File: src/rtl/core/fpa_pkg.sv
// fpa_pkg: shared types and codes for the fit policy partition allocator
// used by fit_policy_partition_allocator_unit, fpa_result_checker and the testbench; no dependencies
`timescale 1ns / 1ps

package fpa_pkg;

    // request modes
    localparam logic MODE_LOAD  = 1'b0;
    localparam logic MODE_ALLOC = 1'b1;

    // fit policy codes
    localparam logic [1:0] POLICY_FIRST = 2'd0;
    localparam logic [1:0] POLICY_BEST  = 2'd1;
    localparam logic [1:0] POLICY_WORST = 2'd2;

    // configuration register indexes
    localparam int CFG_INDEX_W = 2;
    localparam int CFG_DATA_W  = 8;
    localparam logic [CFG_INDEX_W-1:0] REG_FIT_POLICY      = 2'd0;
    localparam logic [CFG_INDEX_W-1:0] REG_PARTITION_COUNT = 2'd1;

    typedef enum logic [1:0] {
        ST_IDLE,
        ST_SCAN,
        ST_WRITE
    } state_t;

    typedef struct packed {
        logic        mode;
        logic [3:0]  partition_slot;
        logic [15:0] partition_size;
        logic [15:0] request_size;
        logic        last_request;
    } cmd_t;

    typedef struct packed {
        logic        granted;
        logic [3:0]  chosen_partition;
        logic [15:0] remaining_size;
        logic        end_of_batch;
    } result_t;

endpackage

File: src/rtl/core/fpa_table.sv
// fpa_table: partition free size memory, one write port, one registered read port
// depends on nothing; instantiated by fit_policy_partition_allocator_unit
`timescale 1ns / 1ps

module fpa_table #(
    parameter int DEPTH     = 16,
    parameter int ADDR_BITS = 4,
    parameter int DATA_BITS = 16
) (
    input  logic                 clk,
    input  logic                 wr_en,
    input  logic [ADDR_BITS-1:0] wr_addr,
    input  logic [DATA_BITS-1:0] wr_data,
    input  logic [ADDR_BITS-1:0] rd_addr,
    output logic [DATA_BITS-1:0] rd_data
);

    logic [DATA_BITS-1:0] mem [DEPTH];
    logic [DATA_BITS-1:0] rd_data_reg;

    always_ff @(posedge clk)
    begin
        if (wr_en)
        begin
            mem[wr_addr] <= wr_data;
        end
    end

    always_ff @(posedge clk)
    begin
        rd_data_reg <= mem[rd_addr];
    end

    assign rd_data = rd_data_reg;

endmodule

File: src/rtl/core/fit_policy_partition_allocator_unit.sv
// fit_policy_partition_allocator_unit: top level of the fit policy partition allocator
// depends on fpa_pkg and fpa_table
//
//   channel   signals                               direction
//   command   start, busy, cmd (fpa_pkg::cmd_t)     in, accepted at start & !busy
//   result    done, result (fpa_pkg::result_t)      out, one cycle strobe
//   config    cfg_valid, cfg_ready, cfg_index,      in, written at cfg_valid & cfg_ready
//             cfg_data
//
// a load request writes the table without raising busy and gives no result
// an allocation request scans min(partition_count, PARTITIONS) entries through the
// single table read port, one per cycle, then the last registered read and the decision
// follow, and on a grant a write back of the remaining size; busy stays high through
// all of these steps, the write back only when a partition fits
// done strobes in the same cycle that busy drops
// a refused request with count zero or policy three strobes done in the next cycle
// reset clears the control state and the config registers; the table is not cleared
// the receiver cannot stall, so done is never held back
`timescale 1ns / 1ps

module fit_policy_partition_allocator_unit #(
    parameter int PARTITIONS = 16,
    parameter int SIZE_BITS  = 16
) (
    input  logic                              clk,
    input  logic                              rst_n,
    input  logic                              start,
    output logic                              busy,
    input  fpa_pkg::cmd_t                     cmd,
    output logic                              done,
    output fpa_pkg::result_t                  result,
    input  logic                              cfg_valid,
    output logic                              cfg_ready,
    input  logic [fpa_pkg::CFG_INDEX_W-1:0]   cfg_index,
    input  logic [fpa_pkg::CFG_DATA_W-1:0]    cfg_data
);

    localparam int PW = (PARTITIONS > 1) ? $clog2(PARTITIONS) : 1;
    localparam int CW = $clog2(PARTITIONS + 1);

    fpa_pkg::state_t  state_reg, state_next;
    logic [1:0]       fit_policy_reg;
    logic [4:0]       partition_count_reg;
    logic [CW-1:0]    scan_reg, scan_next;
    logic             cmp_valid_reg, cmp_valid_next;
    logic [PW-1:0]    cmp_idx_reg, cmp_idx_next;
    logic             found_reg, found_next;
    logic [PW-1:0]    pick_idx_reg, pick_idx_next;
    logic [SIZE_BITS-1:0] pick_size_reg, pick_size_next;
    logic [SIZE_BITS-1:0] req_size_reg, req_size_next;
    logic             last_reg, last_next;
    logic             done_reg, done_next;
    fpa_pkg::result_t result_reg, result_next;

    logic             accept;
    logic [CW-1:0]    limit;
    logic             policy_ok;
    logic             issue;
    logic             scan_end;
    logic             fit;
    logic             take;
    logic [SIZE_BITS-1:0] rem;

    logic             wr_en;
    logic [PW-1:0]    wr_addr;
    logic [SIZE_BITS-1:0] wr_data;
    logic [PW-1:0]    rd_addr;
    logic [SIZE_BITS-1:0] rd_data;

    fpa_table #(
        .DEPTH     (PARTITIONS),
        .ADDR_BITS (PW),
        .DATA_BITS (SIZE_BITS)
    ) u_table (
        .clk     (clk),
        .wr_en   (wr_en),
        .wr_addr (wr_addr),
        .wr_data (wr_data),
        .rd_addr (rd_addr),
        .rd_data (rd_data)
    );

    assign busy      = (state_reg != fpa_pkg::ST_IDLE);
    assign accept    = start && !busy;
    assign cfg_ready = 1'b1;
    assign done      = done_reg;
    assign result    = result_reg;

    assign limit     = (32'(partition_count_reg) > PARTITIONS) ? CW'(PARTITIONS)
                                                               : CW'(partition_count_reg);
    assign policy_ok = (fit_policy_reg == fpa_pkg::POLICY_FIRST) ||
                       (fit_policy_reg == fpa_pkg::POLICY_BEST)  ||
                       (fit_policy_reg == fpa_pkg::POLICY_WORST);
    assign issue     = (state_reg == fpa_pkg::ST_SCAN) && (scan_reg < limit);
    assign scan_end  = !issue && !cmp_valid_reg;
    assign rd_addr   = scan_reg[PW-1:0];
    assign fit       = (rd_data >= req_size_reg);
    assign rem       = pick_size_reg - req_size_reg;

    always_comb
    begin
        take = 1'b0;
        if (cmp_valid_reg && fit)
        begin
            if (!found_reg)
            begin
                take = 1'b1;
            end
            else if (fit_policy_reg == fpa_pkg::POLICY_BEST)
            begin
                take = (rd_data < pick_size_reg);
            end
            else if (fit_policy_reg == fpa_pkg::POLICY_WORST)
            begin
                take = (rd_data > pick_size_reg);
            end
        end
    end

    // next state
    always_comb
    begin
        state_next = state_reg;
        case (state_reg)
            fpa_pkg::ST_IDLE:
            begin
                if (accept && (cmd.mode == fpa_pkg::MODE_ALLOC) && policy_ok &&
                    (limit != '0))
                begin
                    state_next = fpa_pkg::ST_SCAN;
                end
            end
            fpa_pkg::ST_SCAN:
            begin
                if (scan_end)
                begin
                    state_next = found_reg ? fpa_pkg::ST_WRITE : fpa_pkg::ST_IDLE;
                end
            end
            fpa_pkg::ST_WRITE:
            begin
                state_next = fpa_pkg::ST_IDLE;
            end
            default:
            begin
                state_next = fpa_pkg::ST_IDLE;
            end
        endcase
    end

    // datapath and outputs
    always_comb
    begin
        scan_next      = scan_reg;
        cmp_valid_next = 1'b0;
        cmp_idx_next   = cmp_idx_reg;
        found_next     = found_reg;
        pick_idx_next  = pick_idx_reg;
        pick_size_next = pick_size_reg;
        req_size_next  = req_size_reg;
        last_next      = last_reg;
        done_next      = 1'b0;
        result_next    = result_reg;
        wr_en          = 1'b0;
        wr_addr        = PW'(cmd.partition_slot);
        wr_data        = SIZE_BITS'(cmd.partition_size);
        case (state_reg)
            fpa_pkg::ST_IDLE:
            begin
                if (accept)
                begin
                    if (cmd.mode == fpa_pkg::MODE_LOAD)
                    begin
                        wr_en = (32'(cmd.partition_slot) < PARTITIONS);
                    end
                    else
                    begin
                        req_size_next = SIZE_BITS'(cmd.request_size);
                        last_next     = cmd.last_request;
                        scan_next     = '0;
                        found_next    = 1'b0;
                        if (!policy_ok || (limit == '0))
                        begin
                            done_next                    = 1'b1;
                            result_next.granted          = 1'b0;
                            result_next.chosen_partition = '0;
                            result_next.remaining_size   = '0;
                            result_next.end_of_batch     = cmd.last_request;
                        end
                    end
                end
            end
            fpa_pkg::ST_SCAN:
            begin
                if (issue)
                begin
                    scan_next      = scan_reg + 1'b1;
                    cmp_valid_next = 1'b1;
                    cmp_idx_next   = scan_reg[PW-1:0];
                end
                if (take)
                begin
                    found_next     = 1'b1;
                    pick_idx_next  = cmp_idx_reg;
                    pick_size_next = rd_data;
                end
                if (scan_end && !found_reg)
                begin
                    done_next                    = 1'b1;
                    result_next.granted          = 1'b0;
                    result_next.chosen_partition = '0;
                    result_next.remaining_size   = '0;
                    result_next.end_of_batch     = last_reg;
                end
            end
            fpa_pkg::ST_WRITE:
            begin
                wr_en                        = 1'b1;
                wr_addr                      = pick_idx_reg;
                wr_data                      = rem;
                done_next                    = 1'b1;
                result_next.granted          = 1'b1;
                result_next.chosen_partition = 4'(pick_idx_reg);
                result_next.remaining_size   = 16'(rem);
                result_next.end_of_batch     = last_reg;
            end
            default:
            begin
                wr_en = 1'b0;
            end
        endcase
    end

    always_ff @(posedge clk or negedge rst_n)
    begin
        if (!rst_n)
        begin
            state_reg           <= fpa_pkg::ST_IDLE;
            done_reg            <= 1'b0;
            cmp_valid_reg       <= 1'b0;
            found_reg           <= 1'b0;
            scan_reg            <= '0;
            fit_policy_reg      <= fpa_pkg::POLICY_FIRST;
            partition_count_reg <= '0;
        end
        else
        begin
            state_reg     <= state_next;
            done_reg      <= done_next;
            cmp_valid_reg <= cmp_valid_next;
            found_reg     <= found_next;
            scan_reg      <= scan_next;
            if (cfg_valid && cfg_ready)
            begin
                case (cfg_index)
                    fpa_pkg::REG_FIT_POLICY:
                    begin
                        fit_policy_reg <= cfg_data[1:0];
                    end
                    fpa_pkg::REG_PARTITION_COUNT:
                    begin
                        partition_count_reg <= cfg_data[4:0];
                    end
                    default:
                    begin
                        fit_policy_reg <= fit_policy_reg;
                    end
                endcase
            end
        end
    end

    always_ff @(posedge clk)
    begin
        cmp_idx_reg   <= cmp_idx_next;
        pick_idx_reg  <= pick_idx_next;
        pick_size_reg <= pick_size_next;
        req_size_reg  <= req_size_next;
        last_reg      <= last_next;
        result_reg    <= result_next;
    end

endmodule

File: config.mk
export PLATFORM = sky130hd
export DESIGN_NAME = fit_policy_partition_allocator_unit
export DESIGN_NICKNAME = d
export VERILOG_FILES = /design/src/rtl/core/fpa_pkg.sv /design/src/rtl/core/fpa_table.sv /design/src/rtl/core/fit_policy_partition_allocator_unit.sv
export SDC_FILE = /design/constraint.sdc
export NUM_CORES = 1
export LEC_CHECK = 0
export BUFFER_PORTS_ARGS = -buffer_cell sky130_fd_sc_hd__buf_2
export CAP_MARGIN = 5
export CORE_MARGIN = 2
export CORE_UTILIZATION = 45
export CTS_BUF_LIST = sky130_fd_sc_hd__clkbuf_8 sky130_fd_sc_hd__clkbuf_16
export CTS_CLUSTER_DIAMETER = 120
export DETAILED_ROUTE_END_ITERATION = 7
export GPL_ROUTABILITY_DRIVEN = 0
export PLACE_DENSITY = 0.66
export SETUP_SLACK_MARGIN = 0.02
export SYNTH_ARGS = -nofsm -noshare
export SYNTH_HDL_FRONTEND = slang
export SYNTH_SLANG_ARGS = --single-unit
File: constraint.sdc
create_clock -name clk -period 8.8 [get_ports clk]
set_input_delay 0.44 -clock clk [delete_from_list [all_inputs] [get_ports clk]]
set_output_delay 0.44 -clock clk [all_outputs]
set_load 0.1 [all_outputs]
==> impl_metrics.csv, run 1 <==
group,metric,value,unit
outcome,status,"finished clean",
timing,slew_headroom,17.7,%
timing,setup_tns,0,ns
grt,grt_usage,19.0,%
critical_path,cp-startpoint,"pick_size_reg[0]$_DFFE_PP_",
synth,synth_top_family_by_area,"multiplexers",
clocking,clockBufferDepth,3,
die,die-area,0.0349,mm2
drt,drt-total-wl,32.6,mm
critical_path,cp-end-kind,"flip-flop",
placed_design,pre_cts_ws,5.42,ns
synth,synthSimpleGateAreaFrac,5.08,%
final_layout,nNetsFinal,1094,
grt,grt_pass1_vias,8428,
placed_design,dp_cells,1387,
die,die_y,187,um
synth,avgSynthCellArea,17.2,um2
final_layout,instances_no_fill,1458,
timing,worst_pin_slew,1.23,ns
final_layout,syn2layout_area_growth,14.3,%
synth,synth_xor_area_share,0.350,%
critical_path,start_kind,"flip-flop",
power,p_switching,1690,uW
grt,grt_overflow,0,
clocking,cts-root-buf,"clkbuf_16",
placed_design,dp_hpwl,20.9,mm
critical_path,reg2reg_from,"pick_size_reg[0]$_DFFE_PP_",
critical_path,arrival,3.54,ns
synth,syn-cell-area,0.0150,mm2
grt,grt_max_degree,70,
min_path,worstHoldStart,"cmd[10]",
final_layout,multi_input_area,0.00440,mm2
placed_design,port_buffers,72,
drt,routedWlPerCell,22.3,um
synth,ys_types,67,
grt,grt_antenna_before_repair,0,
grt,grt_pass1_wl,50.0,mm
synth,synth.yosys.seq_area_share,68.7,%
power,power.density,294,mW/mm2
clocking,cts-resized-gates,0,
synth,yosys-top-cells-area,"edfxtp_1 64%, mux4_2 12%, ha_1 4.7%, dfrtp_1 2.8%, dfxtp_1 2.1%",
timing,drv_slew,0,
timing,fin_hold_ws,0.0944,ns
final_layout,drive_gt1_share,26.1,%
final_layout,fin_util,52.5,%
drt,drt-vias-per-instance,5.65,
clocking,numCtsBuffers,37,
final_layout,layout_commonest_cell,"edfxtp_1",
power,switching_share,33.4,%
drt,vias,8233,
critical_path,worstSetupPathType,"reg2reg",
drt,firstDrtPassIters,5,
die,pin_count,77,
synth,synthMuxAreaShare,12.9,%
drt,drtIter0Drc,669,
clocking,cts.sinks,352,
power,combPwrFrac,28.9,%
die,rows,66,
timing,period_share,38.5,%
drt,drtAntennaViolNets,0,
final_layout,ff_latch_area,0.0103,mm2
synth,synth_warnings,0,
synth,async_flop_share,4.83,%
synth,synth_top_area_share,63.7,%
die,start_util,46.0,%
synth,synth_nets,984,
clocking,cts_tree,"done",
drt,drc,0,
min_path,hp-class,"in2reg",
synth,synth-adder-area-share,4.79,%
power,p_seq_share,43.2,%
timing,rsz0062_at_grt,"false",
clocking,cts_setup_buffers,0,
final_layout,fillers,2643,
die,coreArea,0.0327,mm2
power,p_clk_share,27.9,%
final_layout,layout_common_cells,"319 x edfxtp_1, 80 x mux4_2, 72 x buf_2",
synth,synth_edf_count,319,
synth,synth_seq_cells,352,
timing,final.setup_skew,0.0106,ns
clocking,cts_max_level,2,
power,ir_worst_vdd,0.212,mV
clocking,ctsHoldBuffers,1,
timing,worst_slack,5.41,ns
synth,synthCells,875,
flow_run,drv_cap,0,
critical_path,required,8.95,ns
synth,yosysTopAreaCell,"edfxtp_1",
clocking,clk_pin_slew_worst_paths,0.06,ns
timing,hold_viol_final,0,
power,leakagePower,0.00605,uW
final_layout,largest_reg_flops,256,
power,intPower,3360,uW
die,die_x,187,um
timing,fin_crit,3.39,ns
critical_path,cp_max_fo,16,
timing,max_freq,295,MHz
synth,synth_compound_area_share,5.82,%
timing,setup_violations,0,
synth,synth_flop_cell,"edfxtp_1",
clocking,clk_latency,0.52,ns
## Yosys cell counts (10+ instances only)
cell type,instances
or3_1,10
nand3_1,12
nor3_1,10
dfxtp_1,16
a21oi_1,39
o21ai_0,25
ha_1,56
mux4_2,80
mux2_2,10
dfrtp_1,17
inv_1,46
nand2_1,38
clkbuf_1,18
nor2_1,36
edfxtp_1,319
## worst max-delay path, stage by stage, from the launching register on
cell	delay, ns
edfxtp_1	0.40
inv_1	0.07
ha_1	0.16
inv_1	0.06
fa_1	0.42
a211oi_1	0.23
o21bai_1	0.22
o21ai_0	0.32
xor2_1	0.17
a21oi_1	0.97
## path summary, 6_finish.rpt
kind | endpoint | slack, ns | depth (start not counted)
setup / recovery | u_table.mem[7][8]$_DFFE_PP_ | 5.41 | 9
hold / removal | req_size_reg[9]$_DFFE_PP_ | 0.09 | 1
setup reg to reg | u_table.mem[7][8]$_DFFE_PP_ | 5.41 | 9
hold reg to reg | pick_idx_reg[1]$_DFFE_PP_ | 0.42 | 0
max in group asynchronous | scan_reg[0]$_DFFE_PN0P_ | 8.11 | 2
min in group asynchronous | fit_policy_reg[0]$_DFFE_PN0P_ | 0.37 | 2
## metrics by stage
| stage | total power (uW) | cell area, um2 |
|---|---|---|
| 2_1_floorplan | 3330 | 15000 |
| 3_3_place_gp | 3660 | 16100 |
| 3_5_place_dp | 3680 | 16100 |
| 4_1_cts | 5090 | 17200 |
| 5_1_grt | 5280 | 17200 |
| 6_report | 5050 | 17200 |
## power groups by stage
stage	logic [uW]	registers, uW	clock network (uW)
after CTS	1470	2180	1440
after global routing	1570	2200	1500
after floorplan	877	2450	0
after detailed placement	1460	2220	0
final	1460	2180	1410
after global placement	1450	2210	0
## metal layers
| layer | global-route usage, % | up-vias | part of all wire [%] |
|---|---|---|---|
| li1 | - | 3718 | - |
| met1 | 26.4 | 4201 | 44 |
| met2 | 30.5 | 259 | 47 |
| met3 | 3.61 | 55 | 6.3 |
| met4 | 5.92 | 0 | 2.5 |
| met5 | 0 | - | 0 |
## logic make-up (layout without fill, tap and decap cells)
family                     count (synthesis)  count (layout)
buffers and inverters                     80             219
other                                      1               3
DFF                                      352             352
xor gates and xnor gates                   6               6
muxes                                     92              92
adders and majority gates                 57              57
and+or+nand+nor                          153             153
AOI/OAI and AO/OA                        134             134
## final cells by class
class,instances,share of cell area [%]
sequential,352,60.1
timing repair buffer,105,3.55
tap,442,3.22
multi-input combinational,443,25.6
clock buffer,39,5.55
inverter,46,1.01
antenna,2,0.0291
clock inverter,29,0.889
Note: power is estimated with default switching activity, not from simulation.
==> run 2, diff against run 1 <==
--- a/config.mk
+++ b/config.mk
@@ -13,7 +13,7 @@
 export CTS_CLUSTER_DIAMETER = 120
 export DETAILED_ROUTE_END_ITERATION = 7
 export GPL_ROUTABILITY_DRIVEN = 0
-export PLACE_DENSITY = 0.66
+export PLACE_DENSITY = 0.68
 export SETUP_SLACK_MARGIN = 0.02
 export SYNTH_ARGS = -nofsm -noshare
 export SYNTH_HDL_FRONTEND = slang
==> constraint.sdc (replaced) <==
create_clock -name clk -period 2.9 [get_ports clk]
set_input_delay 0.145 -clock clk [delete_from_list [all_inputs] [get_ports clk]]
set_output_delay 0.145 -clock clk [all_outputs]
set_load 0.1 [all_outputs]
==> impl_metrics.csv, run 2 (synthesis gave the netlist of run 1 again) <==
group,metric,value,unit
timing,period_share,96.1,%
critical_path,cp-startpoint,"pick_size_reg[0]$_DFFE_PP_",
drt,drc,0,
critical_path,arrival,3.06,ns
final_layout,layout_commonest_cell,"edfxtp_1",
timing,worst_slack,0.112,ns
final_layout,drive_gt1_share,29.1,%
drt,routedWlPerCell,22.3,um
die,rows,66,
timing,max_freq,359,MHz
die,die_x,187,um
power,leakagePower,0.00634,uW
clocking,cts-root-buf,"clkbuf_16",
timing,hold_viol_final,0,
critical_path,reg2reg_from,"pick_size_reg[0]$_DFFE_PP_",
drt,drt-total-wl,33.6,mm
timing,drv_slew,0,
die,coreArea,0.0327,mm2
final_layout,syn2layout_area_growth,18.5,%
die,die-area,0.0349,mm2
drt,drtIter0Drc,652,
die,die_y,187,um
drt,wl_met2,16.6,mm
grt,grt_pass1_wl,51.6,mm
power,power.density,883,mW/mm2
clocking,cts_tree,"done",
critical_path,crit_family,"compound AO/OA/AOI/OAI gates",
timing,slew_headroom,34.4,%
drt,highest-signal-layer,"met4",
clocking,clk_pin_slew_worst_paths,0.06,ns
critical_path,timing.rr.end,"u_table.mem[4][12]$_DFFE_PP_",
critical_path,cp-end-kind,"flip-flop",
drt,drtAntennaViolNets,0,
grt,grt_max_degree,69,
timing,fin_crit,2.79,ns
grt,grt_overflow,0,
critical_path,path_common_cell,"inv_1",
drt,vias,8467,
drt,wl_met1,14.3,mm
critical_path,required,3.17,ns
timing,final.setup_skew,0.0137,ns
critical_path,cpPeakStageDelay,0.39,ns
clocking,cts_max_level,2,
timing,setup_tns,0,ns
final_layout,fillers,2535,
grt,grt_usage,19.6,%
timing,worst_pin_slew,0.984,ns
drt,firstDrtPassIters,7,
clocking,cts.sinks,352,
die,pin_count,77,
drt,drt-vias-per-instance,5.62,
timing,setup_violations,0,
critical_path,worstSetupPathType,"reg2reg",
final_layout,ff_latch_area,0.0103,mm2
placed_design,pre_cts_ws,0.00846,ns
placed_design,port_buffers,72,
clocking,numCtsBuffers,37,
outcome,status,"finished clean",
critical_path,cp_slowest_cell,"or3_4",
critical_path,path_cells,"inv_1 > ha_1 > inv_1 > fa_2 > a211oi_2 > o21bai_2 > o21a_1 > o311a_1 > or3_4 > buf_6",
critical_path,start_kind,"flip-flop",
drt,met3_length,2.06,mm
grt,grt_pass1_vias,8591,
clocking,clockBufferDepth,3,
critical_path,cp.buffers_inverters,3,
die,start_util,46.0,%
critical_path,r2r_slack,0.11,ns
min_path,hp-class,"in2async",
grt,grt_antenna_before_repair,0,
clocking,clk_latency,0.53,ns
final_layout,nNetsFinal,1146,
critical_path,cp_max_fo,16,
flow_run,drv_cap,0,
final_layout,largest_reg_flops,256,
placed_design,dp_hpwl,21.6,mm
power,ir_worst_vdd,0.598,mV
critical_path,r2r_cells,10,
final_layout,multi_input_area,0.00447,mm2
final_layout,layout_common_cells,"319 x edfxtp_1, 80 x mux4_2, 72 x buf_2",
## run 2: cell count changes in the layout (fill, tap and decap cells not counted), moves of 2 or more
cell / before / now
dlygate4sd3_1: 1 / 25
clkinv_1: 8 / 2
buf_4: 32 / 54
buf_12: 0 / 5
bufinv_16: 0 / 2
o21ai_0: 25 / 23
o21ai_1: 3 / 5
clkinv_2: 4 / 9
inv_1: 58 / 54
## run 2: layer usage
| layer | global-route usage (%) | vias to the layer above |
|---|---|---|
| li1 | - | 3819 |
| met1 | 26.8 | 4308 |
| met2 | 32.5 | 295 |
| met3 | 3.57 | 45 |
| met4 | 5.19 | 0 |
| met5 | 0 | - |
## run 2: timing repair
item | 4_1_cts | 5_1_grt
hold buffers | 25 | 0
endpoints found under the setup margin | 51 | 83
pin swaps | 0 | 1
resized for setup | 3 | 8
endpoints found under the hold margin | 42 | 0
buffers inserted | 0 | 1
## run 2: metrics by stage
step / power, uW / hold slack [ns] / util (%) / cell area, um2 / cells
floorplan: 10100 / -0.151 / - / 15100 / 875
global placement: 11200 / 0.0893 / 50.0 / 16300 / 1414
detailed placement: 11300 / 0.0949 / 50.0 / 16300 / 1414
CTS: 15800 / 0.0717 / 54.3 / 17800 / 1504
global route: 16500 / 0.130 / 54.4 / 17800 / 1505
finish: 15700 / 0.0817 / 54.4 / 17800 / 1506
## run 2: where the power goes
group	switching, uW	leakage [uW]	internal (uW)	total, uW
clock	1910	0.000598	2570	4470
combinational	2960	0.00250	1750	4710
sequential	331	0.00324	6210	6540
total	5200	0.00634	10500	15700
## run 2: cell type report
cell class                      count  share of cell area (%)
Tap cell                          442                    3.11
Sequential cell                   352                    58.0
Clock inverter                     26                    1.12
Multi-Input combinational cell    443                    25.1
Inverter                           46                   0.970
Timing Repair Buffer              157                    6.33
Clock buffer                       39                    5.35
Antenna cell                        1                  0.0141
## run 2: worst max path at each step
stage	end	depth (start not counted)
2_1_floorplan	u_table.mem[0][14]$_DFFE_PP_	9
3_3_place_gp	u_table.mem[14][12]$_DFFE_PP_	10
3_5_place_dp	u_table.mem[14][12]$_DFFE_PP_	10
4_1_cts	u_table.mem[7][7]$_DFFE_PP_	5
5_1_grt	u_table.mem[0][12]$_DFFE_PP_	10
6_report	u_table.mem[4][12]$_DFFE_PP_	10
